## src/hw/rtl/assert_macros.svh

```systemverilog
// ---------------------------------------------------------------------------
// assertion macros
// shared concurrent assertion forms for the rtl
// ---------------------------------------------------------------------------
`ifndef ASSERT_MACROS_SVH
`define ASSERT_MACROS_SVH

// same-cycle implication
`define ASSERT_IMPL(label, clk, rst, ante, cons) \
   label: assert property (@(posedge clk) disable iff (rst) (ante) |-> (cons)) \
      else $error("assertion failed");

// next-cycle implication
`define ASSERT_NEXT(label, clk, rst, ante, cons) \
   label: assert property (@(posedge clk) disable iff (rst) (ante) |=> (cons)) \
      else $error("assertion failed");

`endif

```

## src/hw/rtl/tnc_pkg.sv

```systemverilog
// ---------------------------------------------------------------------------
// tnc_pkg
// types and constants shared by the tag nesting checker
// ---------------------------------------------------------------------------
package tnc_pkg;

   localparam logic [7:0] CHAR_LT    = 8'h3C;
   localparam logic [7:0] CHAR_SLASH = 8'h2F;
   localparam logic [7:0] CHAR_GT    = 8'h3E;
   localparam logic [7:0] CHAR_B     = 8'h62;
   localparam logic [7:0] CHAR_H     = 8'h68;
   localparam logic [7:0] CHAR_R     = 8'h72;

   typedef enum logic [3:0] {
      MODE_TEXT  = 4'b0001,
      MODE_LT    = 4'b0010,
      MODE_OPEN  = 4'b0100,
      MODE_CLOSE = 4'b1000
   } mode_type;

   // parser to stack, one accepted transaction
   typedef struct packed {
      logic push;
      logic close;
      logic last;
      logic err_long;
      logic mode_text;
   } cmd_type;

   // stack back to top level
   typedef struct packed {
      logic err;
      logic depth_zero;
   } stat_type;

endpackage

```

## src/hw/rtl/tnc_parser.sv

```systemverilog
// ---------------------------------------------------------------------------
// tnc_parser
// tag mode tracking and name collection, one byte per cycle while accept is high
// ---------------------------------------------------------------------------
module tnc_parser import tnc_pkg::*; #(
   parameter int MAX_NAME = 16,
   parameter int LEN_W    = $clog2(MAX_NAME + 1)
) (
   input  logic                     clock,
   input  logic                     reset,
   input  logic                     accept,
   input  logic [7:0]               char_byte,
   input  logic                     end_of_line,
   output cmd_type                  cmd,
   output logic [MAX_NAME-1:0][7:0] name,
   output logic [LEN_W-1:0]         name_len
);

   localparam int IDX_W = $clog2(MAX_NAME);

   mode_type                 mode_ff, mode_in;
   logic [MAX_NAME-1:0][7:0] name_ff, name_in;
   logic [LEN_W-1:0]         len_ff, len_in;
   logic                     push_req;
   logic                     is_brhr;

   assign is_brhr = (len_ff == LEN_W'(2)) && (name_ff[1] == CHAR_R) &&
                    ((name_ff[0] == CHAR_B) || (name_ff[0] == CHAR_H));

   always_comb begin
      mode_in      = mode_ff;
      name_in      = name_ff;
      len_in       = len_ff;
      push_req     = 1'b0;
      cmd          = '0;
      if (accept) begin
         unique case (mode_ff)
            MODE_TEXT: begin
               if (char_byte == CHAR_LT) begin
                  name_in = '0;
                  len_in  = '0;
                  mode_in = MODE_LT;
               end
            end
            MODE_LT: begin
               if (char_byte == CHAR_SLASH) begin
                  name_in = '0;
                  len_in  = '0;
                  mode_in = MODE_CLOSE;
               end else if (char_byte == CHAR_GT) begin
                  push_req = 1'b1;
                  mode_in  = MODE_TEXT;
               end else begin
                  mode_in = MODE_OPEN;
               end
            end
            MODE_OPEN: begin
               if (char_byte == CHAR_GT) begin
                  push_req = 1'b1;
                  mode_in  = MODE_TEXT;
               end
            end
            MODE_CLOSE: begin
               if (char_byte == CHAR_GT) begin
                  cmd.close = 1'b1;
                  mode_in   = MODE_TEXT;
               end
            end
            default: begin
               mode_in = MODE_TEXT;
            end
         endcase
         // name byte append
         if (mode_ff != MODE_TEXT && char_byte != CHAR_GT &&
             !(mode_ff == MODE_LT && char_byte == CHAR_SLASH)) begin
            if (len_ff < LEN_W'(MAX_NAME)) begin
               name_in[len_ff[IDX_W-1:0]] = char_byte;
               len_in = len_ff + LEN_W'(1);
            end else begin
               cmd.err_long = 1'b1;
            end
         end
         cmd.push      = push_req && !is_brhr;
         cmd.last      = end_of_line;
         cmd.mode_text = (mode_in == MODE_TEXT);
         if (end_of_line) begin
            mode_in = MODE_TEXT;
            name_in = '0;
            len_in  = '0;
         end
      end
   end

   always_ff @(posedge clock) begin
      if (reset) begin
         mode_ff <= MODE_TEXT;
         len_ff  <= '0;
         name_ff <= '0;
      end else begin
         mode_ff <= mode_in;
         len_ff  <= len_in;
         name_ff <= name_in;
      end
   end

   assign name     = name_ff;
   assign name_len = len_ff;

endmodule

```

## src/hw/rtl/tnc_stack.sv

```systemverilog
// ---------------------------------------------------------------------------
// tnc_stack
// name stack: top entry in registers, lower entries in a synchronous memory
// ---------------------------------------------------------------------------
module tnc_stack import tnc_pkg::*; #(
   parameter int MAX_NAME    = 16,
   parameter int STACK_DEPTH = 32,
   parameter int LEN_W       = $clog2(MAX_NAME + 1)
) (
   input  logic                     clock,
   input  logic                     reset,
   input  cmd_type                  cmd,
   input  logic [MAX_NAME-1:0][7:0] name,
   input  logic [LEN_W-1:0]         name_len,
   output stat_type                 stat
);

   `include "assert_macros.svh"

   localparam int DW = $clog2(STACK_DEPTH + 1);
   localparam int AW = $clog2(STACK_DEPTH);
   localparam int EW = MAX_NAME * 8 + LEN_W;

   logic [EW-1:0]            mem [STACK_DEPTH];
   logic [EW-1:0]            rd_ff;
   logic [MAX_NAME-1:0][7:0] top_name_ff, top_name_in;
   logic [LEN_W-1:0]         top_len_ff, top_len_in;
   logic [DW-1:0]            depth_ff, depth_in, depth_step;
   logic [AW-1:0]            wr_ptr, rd_ptr;
   logic                     full, empty, match;
   logic                     push_ok, pop_ok, wr_en;

   assign full    = (depth_ff == DW'(STACK_DEPTH));
   assign empty   = (depth_ff == '0);
   assign match   = (top_len_ff == name_len) && (top_name_ff == name);
   assign push_ok = cmd.push && !full;
   assign pop_ok  = cmd.close && !empty && match;
   assign wr_en   = push_ok && !empty;
   assign wr_ptr  = AW'(depth_ff - DW'(1));
   assign rd_ptr  = AW'(depth_ff - DW'(2));

   always_comb begin
      depth_step  = depth_ff;
      top_name_in = top_name_ff;
      top_len_in  = top_len_ff;
      if (push_ok) begin
         depth_step  = depth_ff + DW'(1);
         top_name_in = name;
         top_len_in  = name_len;
      end else if (pop_ok) begin
         depth_step  = depth_ff - DW'(1);
         top_name_in = rd_ff[EW-1:LEN_W];
         top_len_in  = rd_ff[LEN_W-1:0];
      end
      depth_in = cmd.last ? '0 : depth_step;
   end

   assign stat.err        = (cmd.push && full) || (cmd.close && !(pop_ok));
   assign stat.depth_zero = (depth_step == '0);

   always_ff @(posedge clock) begin
      if (wr_en) begin
         mem[wr_ptr] <= {top_name_ff, top_len_ff};
      end
      rd_ff <= mem[rd_ptr];
   end

   always_ff @(posedge clock) begin
      if (reset) begin
         depth_ff <= '0;
      end else begin
         depth_ff <= depth_in;
      end
      top_name_ff <= top_name_in;
      top_len_ff  <= top_len_in;
   end

   // prefetched entry is only valid if depth held over the prior cycle
   `ASSERT_IMPL(a_pop_prefetch, clock, reset, pop_ok, $stable(depth_ff))
   `ASSERT_IMPL(a_depth_range, clock, reset, 1'b1, depth_ff <= DW'(STACK_DEPTH))
   `ASSERT_IMPL(a_one_op, clock, reset, cmd.push || cmd.close, !(cmd.push && cmd.close))

endmodule

```

## src/hw/rtl/tag_nesting_checker_top.sv

```systemverilog
// ---------------------------------------------------------------------------
// tag_nesting_checker_top
// checks that the tags of one markup line nest correctly
// ---------------------------------------------------------------------------
// usage:
//   req channel carries one byte per transaction, req_tlast on the final byte
//   of a line. text outside tags is ignored; open tags are pushed on a name
//   stack (br and hr excepted) and close tags must match the top entry.
//   rsp channel carries one verdict per line: 0 correct nesting, 1 wrong.
//   throughput is one byte per cycle while req_tready is high; the top entry
//   sits in registers and the entry below is prefetched from memory every cycle.
//   the verdict is registered and shows in the cycle after the last byte.
//   a stalled verdict holds rsp and stops req only while it is still waiting;
//   bytes keep flowing as long as rsp_tready is high or no verdict is pending.
//   reset returns the parser to text mode with an empty stack and no verdict;
//   the stack memory needs no clearing pass, only entries below the depth are
//   used. after each verdict the next line starts in text mode with an empty stack.
// ---------------------------------------------------------------------------
module tag_nesting_checker_top import tnc_pkg::*; #(
   parameter int MAX_NAME    = 16,
   parameter int STACK_DEPTH = 32
) (
   input  logic       clock,
   input  logic       reset,
   input  logic       req_tvalid,
   output logic       req_tready,
   input  logic [7:0] req_tdata,   // char_byte
   input  logic       req_tlast,   // end_of_line
   output logic       rsp_tvalid,
   input  logic       rsp_tready,
   output logic [7:0] rsp_tdata    // verdict, zero fill
);

   `include "assert_macros.svh"

   localparam int LEN_W = $clog2(MAX_NAME + 1);

   cmd_type                  cmd;
   stat_type                 stat;
   logic [MAX_NAME-1:0][7:0] name;
   logic [LEN_W-1:0]         name_len;
   logic                     accept;
   logic                     wrong_ff, wrong_in, wrong_now;
   logic                     rsp_valid_ff, rsp_valid_in;
   logic                     verdict_ff, verdict_in;

   assign req_tready = !rsp_valid_ff || rsp_tready;
   assign accept     = req_tvalid && req_tready;

   tnc_parser #(
      .MAX_NAME (MAX_NAME),
      .LEN_W    (LEN_W)
   ) u_parser (
      .clock       (clock),
      .reset       (reset),
      .accept      (accept),
      .char_byte   (req_tdata),
      .end_of_line (req_tlast),
      .cmd         (cmd),
      .name        (name),
      .name_len    (name_len)
   );

   tnc_stack #(
      .MAX_NAME    (MAX_NAME),
      .STACK_DEPTH (STACK_DEPTH),
      .LEN_W       (LEN_W)
   ) u_stack (
      .clock    (clock),
      .reset    (reset),
      .cmd      (cmd),
      .name     (name),
      .name_len (name_len),
      .stat     (stat)
   );

   always_comb begin
      wrong_now    = wrong_ff || cmd.err_long || stat.err;
      wrong_in     = cmd.last ? 1'b0 : wrong_now;
      rsp_valid_in = rsp_valid_ff && !rsp_tready;
      verdict_in   = verdict_ff;
      if (accept && req_tlast) begin
         rsp_valid_in = 1'b1;
         verdict_in   = wrong_now || !cmd.mode_text || !stat.depth_zero;
      end
   end

   always_ff @(posedge clock) begin
      if (reset) begin
         wrong_ff     <= 1'b0;
         rsp_valid_ff <= 1'b0;
      end else begin
         wrong_ff     <= wrong_in;
         rsp_valid_ff <= rsp_valid_in;
      end
      verdict_ff <= verdict_in;
   end

   assign rsp_tvalid = rsp_valid_ff;
   assign rsp_tdata  = {7'b0, verdict_ff};

   `ASSERT_IMPL(a_rsp_from_last, clock, reset, $rose(rsp_valid_ff), $past(accept && req_tlast))
   `ASSERT_NEXT(a_line_clears, clock, reset, accept && req_tlast, !wrong_ff)
   `ASSERT_IMPL(a_no_accept_stalled, clock, reset, rsp_valid_ff && !rsp_tready, !accept)

endmodule
```

## config.mk

```make
export PLATFORM = sky130hd
export DESIGN_NAME = tag_nesting_checker_top
export DESIGN_NICKNAME = d
export VERILOG_FILES = /design/src/hw/rtl/tnc_pkg.sv /design/src/hw/rtl/tnc_parser.sv /design/src/hw/rtl/tnc_stack.sv /design/src/hw/rtl/tag_nesting_checker_top.sv
export VERILOG_INCLUDE_DIRS = /design/src /design/src/hw/rtl
export SDC_FILE = /design/constraint.sdc
export NUM_CORES = 2
export LEC_CHECK = 0
export BUFFER_PORTS_ARGS = -buffer_cell sky130_fd_sc_hd__buf_2
export CAP_MARGIN = 20
export CORE_ASPECT_RATIO = 1.1
export CORE_MARGIN = 2
export CORE_UTILIZATION = 28
export DETAILED_ROUTE_END_ITERATION = 8
export MAX_ROUTING_LAYER = met4
export SYNTH_ARGS = -nofsm -noshare
export SYNTH_HDL_FRONTEND = slang
export SYNTH_MEMORY_MAX_BITS = 65536
export SYNTH_SLANG_ARGS = --single-unit
```

## constraint.sdc

```tcl
create_clock -name clock -period 22.4 [get_ports clock]
set_input_delay 3.36 -clock clock [delete_from_list [all_inputs] [get_ports clock]]
set_output_delay 3.36 -clock clock [all_outputs]
set_load 0.1 [all_outputs]
```

==> results.tsv <==
stage	metric	value	unit
run_status	outcome	completed	
detailed_routing	Starting DRT DRC Count	9429	
placed_design	IO Port Bufs	15	
critical_path	critical path's slowest cell	buf_4	
floorplan	Die Area	638000	sq um
critical_path	Max FO, Critical Path	47	
sta	# setup viols final	0	
synthesis	largest area contributor in the netlist	edfxtp_1	
critical_path	Reg2Reg Setup Slack	15850	ps
placed_design	placed instance area	188000	sq um
sta	worst-margin pin slew	1260	ps
floorplan	IO Count	23	
power	pwr dens	82.2	nW/um^2
critical_path	FF-to-FF End	u_stack.rd_ff[22]$_DFF_P_	
critical_path	CP top delay family	simple AND/OR/NAND/NOR gates	
cts	TritonCTS Buffers	452	
hold_path	Hold Path Class	register to register	
critical_path	crit path kind	input port to register	
synthesis	synth top area cells	edfxtp_1, mux4_2, dfxtp_1	
sta	Final TNS setup	0	ps
placed_design	dpl hpwl	249	mm
cts	Clock Tree Root	clkbuf_16	
critical_path	R2R depth	8	
cells_and_area	most common cell after layout, fill and taps aside	edfxtp_1	
grt	GR Util met2	23.3	%
sta	WHS	483	ps
cts	Clock Latency Late Sink	1020	ps
cells_and_area	Storage cell area	137000	sq um
hold_path	min-delay src	u_stack.rd_ff[15]$_DFF_P_	
placed_design	Placer Congestion	0.914	
synthesis	post-synth top area share	74.6	%
synthesis	Synth Instances	7343	
cells_and_area	Final Util	32.3	%
grt	largest net degree at the start of global routing	170	
synthesis	ys async rst share	0	%
cts	TritonCTS Sinks	4668	
cts	CTS Buffer Depth	4	
synthesis	flops & latches, synth	4668	
sta	Max Slew Vio Count	0	
cts	hold buffer count at CTS	0	
synthesis	Synth Area per Inst	24.1	sq um
critical_path	WP buf/inv	3	
critical_path	Critical R2R Launch	u_stack.depth_ff[0]$_SDFF_PP0_	
floorplan	num rows	306	
critical_path	WP data required	22990	ps
synthesis	Distinct cells, synth	67	
floorplan	die width	762	um
floorplan	Core ar.	630000	sq um
cells_and_area	Final Net Count	7740	
critical_path	CP endpoint kind	register	
sta	period utilization	36.5	%
synthesis	sequential area share after synthesis	77.7	%
cts	CTS tree	yes	
synthesis	Warnings, synthesis	0	
grt	GRT Total Usage	13.8	%
sta	min Tclk post-route	8180	ps
floorplan	Die Y-Extent	837	um
power	Peak VDD IR	0.0688	mV
detailed_routing	DR vias	80000	
power	Pwr Total	16.8	mW
cts	Clock H-tree levels	5	
power	leak pwr	46.9	nW
critical_path	CP Data Arrival Time	8780	ps
cells_and_area	fraction of layout cells with a size suffix above 1	30.1	%
grt	gr ovfl total	0	
critical_path	crit-path cells	buf_2 -> nand2b_1 -> nand2_2 -> a2111oi_4 -> nand2_1 -> nor2_1 -> nand2_1 -> nor2_1 -> and2_4 -> buf_4 -> buf_4	
cells_and_area	area of the multi-input gates	37700	sq um
cells_and_area	Finished Cell Area	204000	sq um
cts	# resized after CTS	0	
cells_and_area	fill count	58700	
cells_and_area	layout overhead on the synthesized area	15.3	%
detailed_routing	routed wire length	442	mm
sta	Final Hold Viols	0	
floorplan	Initial Utilization	28.0	%
sta	skew final	121	ps
critical_path	Startpoint Class	input port	
cells_and_area	commonest non-fill, non-tap cells in the layout	edfxtp_1, mux4_2, clkbuf_16	
sta	unrepaired setup endpoints after global routing	false	
synthesis	synthesized area	177000	sq um
grt	first-pass GRT wire length	623	mm
sta	Slew headroom	16.0	%
cts	clock-pin slew on the worst setup and hold paths	60	ps
detailed_routing	number of routed nets with antenna violations	0	
hold_path	WHS Path Cells	1	
synthesis	top_reg_cell synth	edfxtp_1	
grt	initial antenna violation count	12	
sta	Max Fclk	122	MHz
run	Max-cap violations	0	
detailed_routing	drt first pass iters	8	
detailed_routing	Via density	4.86	
cts	setup bufs post-CTS	0	
grt	GRT met1 Usage	16.9	%
grt	number of global-route vias before repair	82700	
detailed_routing	WL/cell	26.8	um
grt	global routing met3 resource utilization	2.40	%
critical_path	Critical Path Max Stage Delay	860	ps
hold_path	hold endpoint	u_stack.top_name_ff[10]$_DFFE_PP_	
detailed_routing	DRC	0	
grt	layer with the highest usage	met2	
synthesis	EDFF count, synth	4390	
==> state kept, by name (all words and copies together), names as in the netlist <==
name / count
u_parser.name_len: 5
u_parser.mode_ff: 4
u_parser.name: 128
u_stack.rd_ff: 133
wrong_ff: 1
rsp_tvalid: 1
u_stack.depth_ff: 6
u_stack.top_name_ff: 128
u_stack.top_len_ff: 5
u_stack.mem: 4256
verdict_ff: 1
==> layout make-up <==
cell class | count | share of cell area [%]
Inverter | 14 | 0.0258
Multi-Input combinational cell | 2282 | 18.5
Clock buffer | 625 | 6.04
Tap cell | 8316 | 5.11
Sequential cell | 4668 | 67.4
Clock inverter | 218 | 0.923
Antenna cell | 43 | 0.0528
Timing Repair Buffer | 296 | 1.92
==> metal layers <==
metal  share of wire (%)  wire length, um
met4                 3.3            14500
met1                  39           171000
met2                  51           225000
met3                 7.1            31500
met5                   0                0
==> worst max path at each step <==
stage	start	slack, ps	end	cells after the start
floorplan	rsp_tready	3660	u_stack.mem[11][0]$_DFFE_PP_	5
global placement	rsp_tready	13010	u_stack.mem[20][82]$_DFFE_PP_	11
detailed placement	rsp_tready	13250	u_stack.mem[20][82]$_DFFE_PP_	11
CTS	rsp_tready	14280	u_stack.mem[20][81]$_DFFE_PP_	11
global route	rsp_tready	14030	u_stack.mem[20][81]$_DFFE_PP_	11
finish	rsp_tready	14220	u_stack.mem[20][114]$_DFFE_PP_	11
==> per-stage QoR <==
stage | std cells | worst slack (ps)
6_report | 16500 | 14220
5_1_grt | 16400 | 14030
4_1_cts | 16300 | 14280
3_5_place_dp | 15500 | 13250
3_3_place_gp | 15500 | 13010
2_1_floorplan | 7349 | 3660
==> cells in the mapped netlist, drive strengths merged, types with 4 or more instances <==
master     n
nor2b      8
dfxtp    278
nand3     11
ha        13
a22oi    127
nand2b     5
and2      26
mux2     266
nand4b     4
nor3b      4
xor2      54
nand2     18
nand4     25
mux4    1330
edfxtp  4390
inv       14
xnor2     88
a21oi     10
a32oi      5
buf      170
nor4      21
clkbuf   215
nor2     172
nor3      13
and3      14
a31oi      4
o21ai     20
==> cell families (layout without fill, tap and decap cells) <==
kind of cell / Yosys count / after routing / synth area share, %
compound gates: 184 / 184 / 0.792
xor+xnor: 142 / 142 / 0.704
fa+ha+maj: 13 / 13 / 0.0920
buf+inv: 399 / 1153 / 1.05
flops: 4668 / 4668 / 77.7
mux: 1598 / 1598 / 18.7
other cells: 1 / 50 / 0.00212
simple gates: 338 / 338 / 0.974
==> report_power, final <==
group          total [mW]  switching [mW]  internal, mW
registers            9.39         0.00122          9.39
clock network        7.32            3.23          4.09
logic              0.0456          0.0402       0.00544
total                16.8            3.27          13.5
Note: power is estimated with default switching activity, not from simulation.
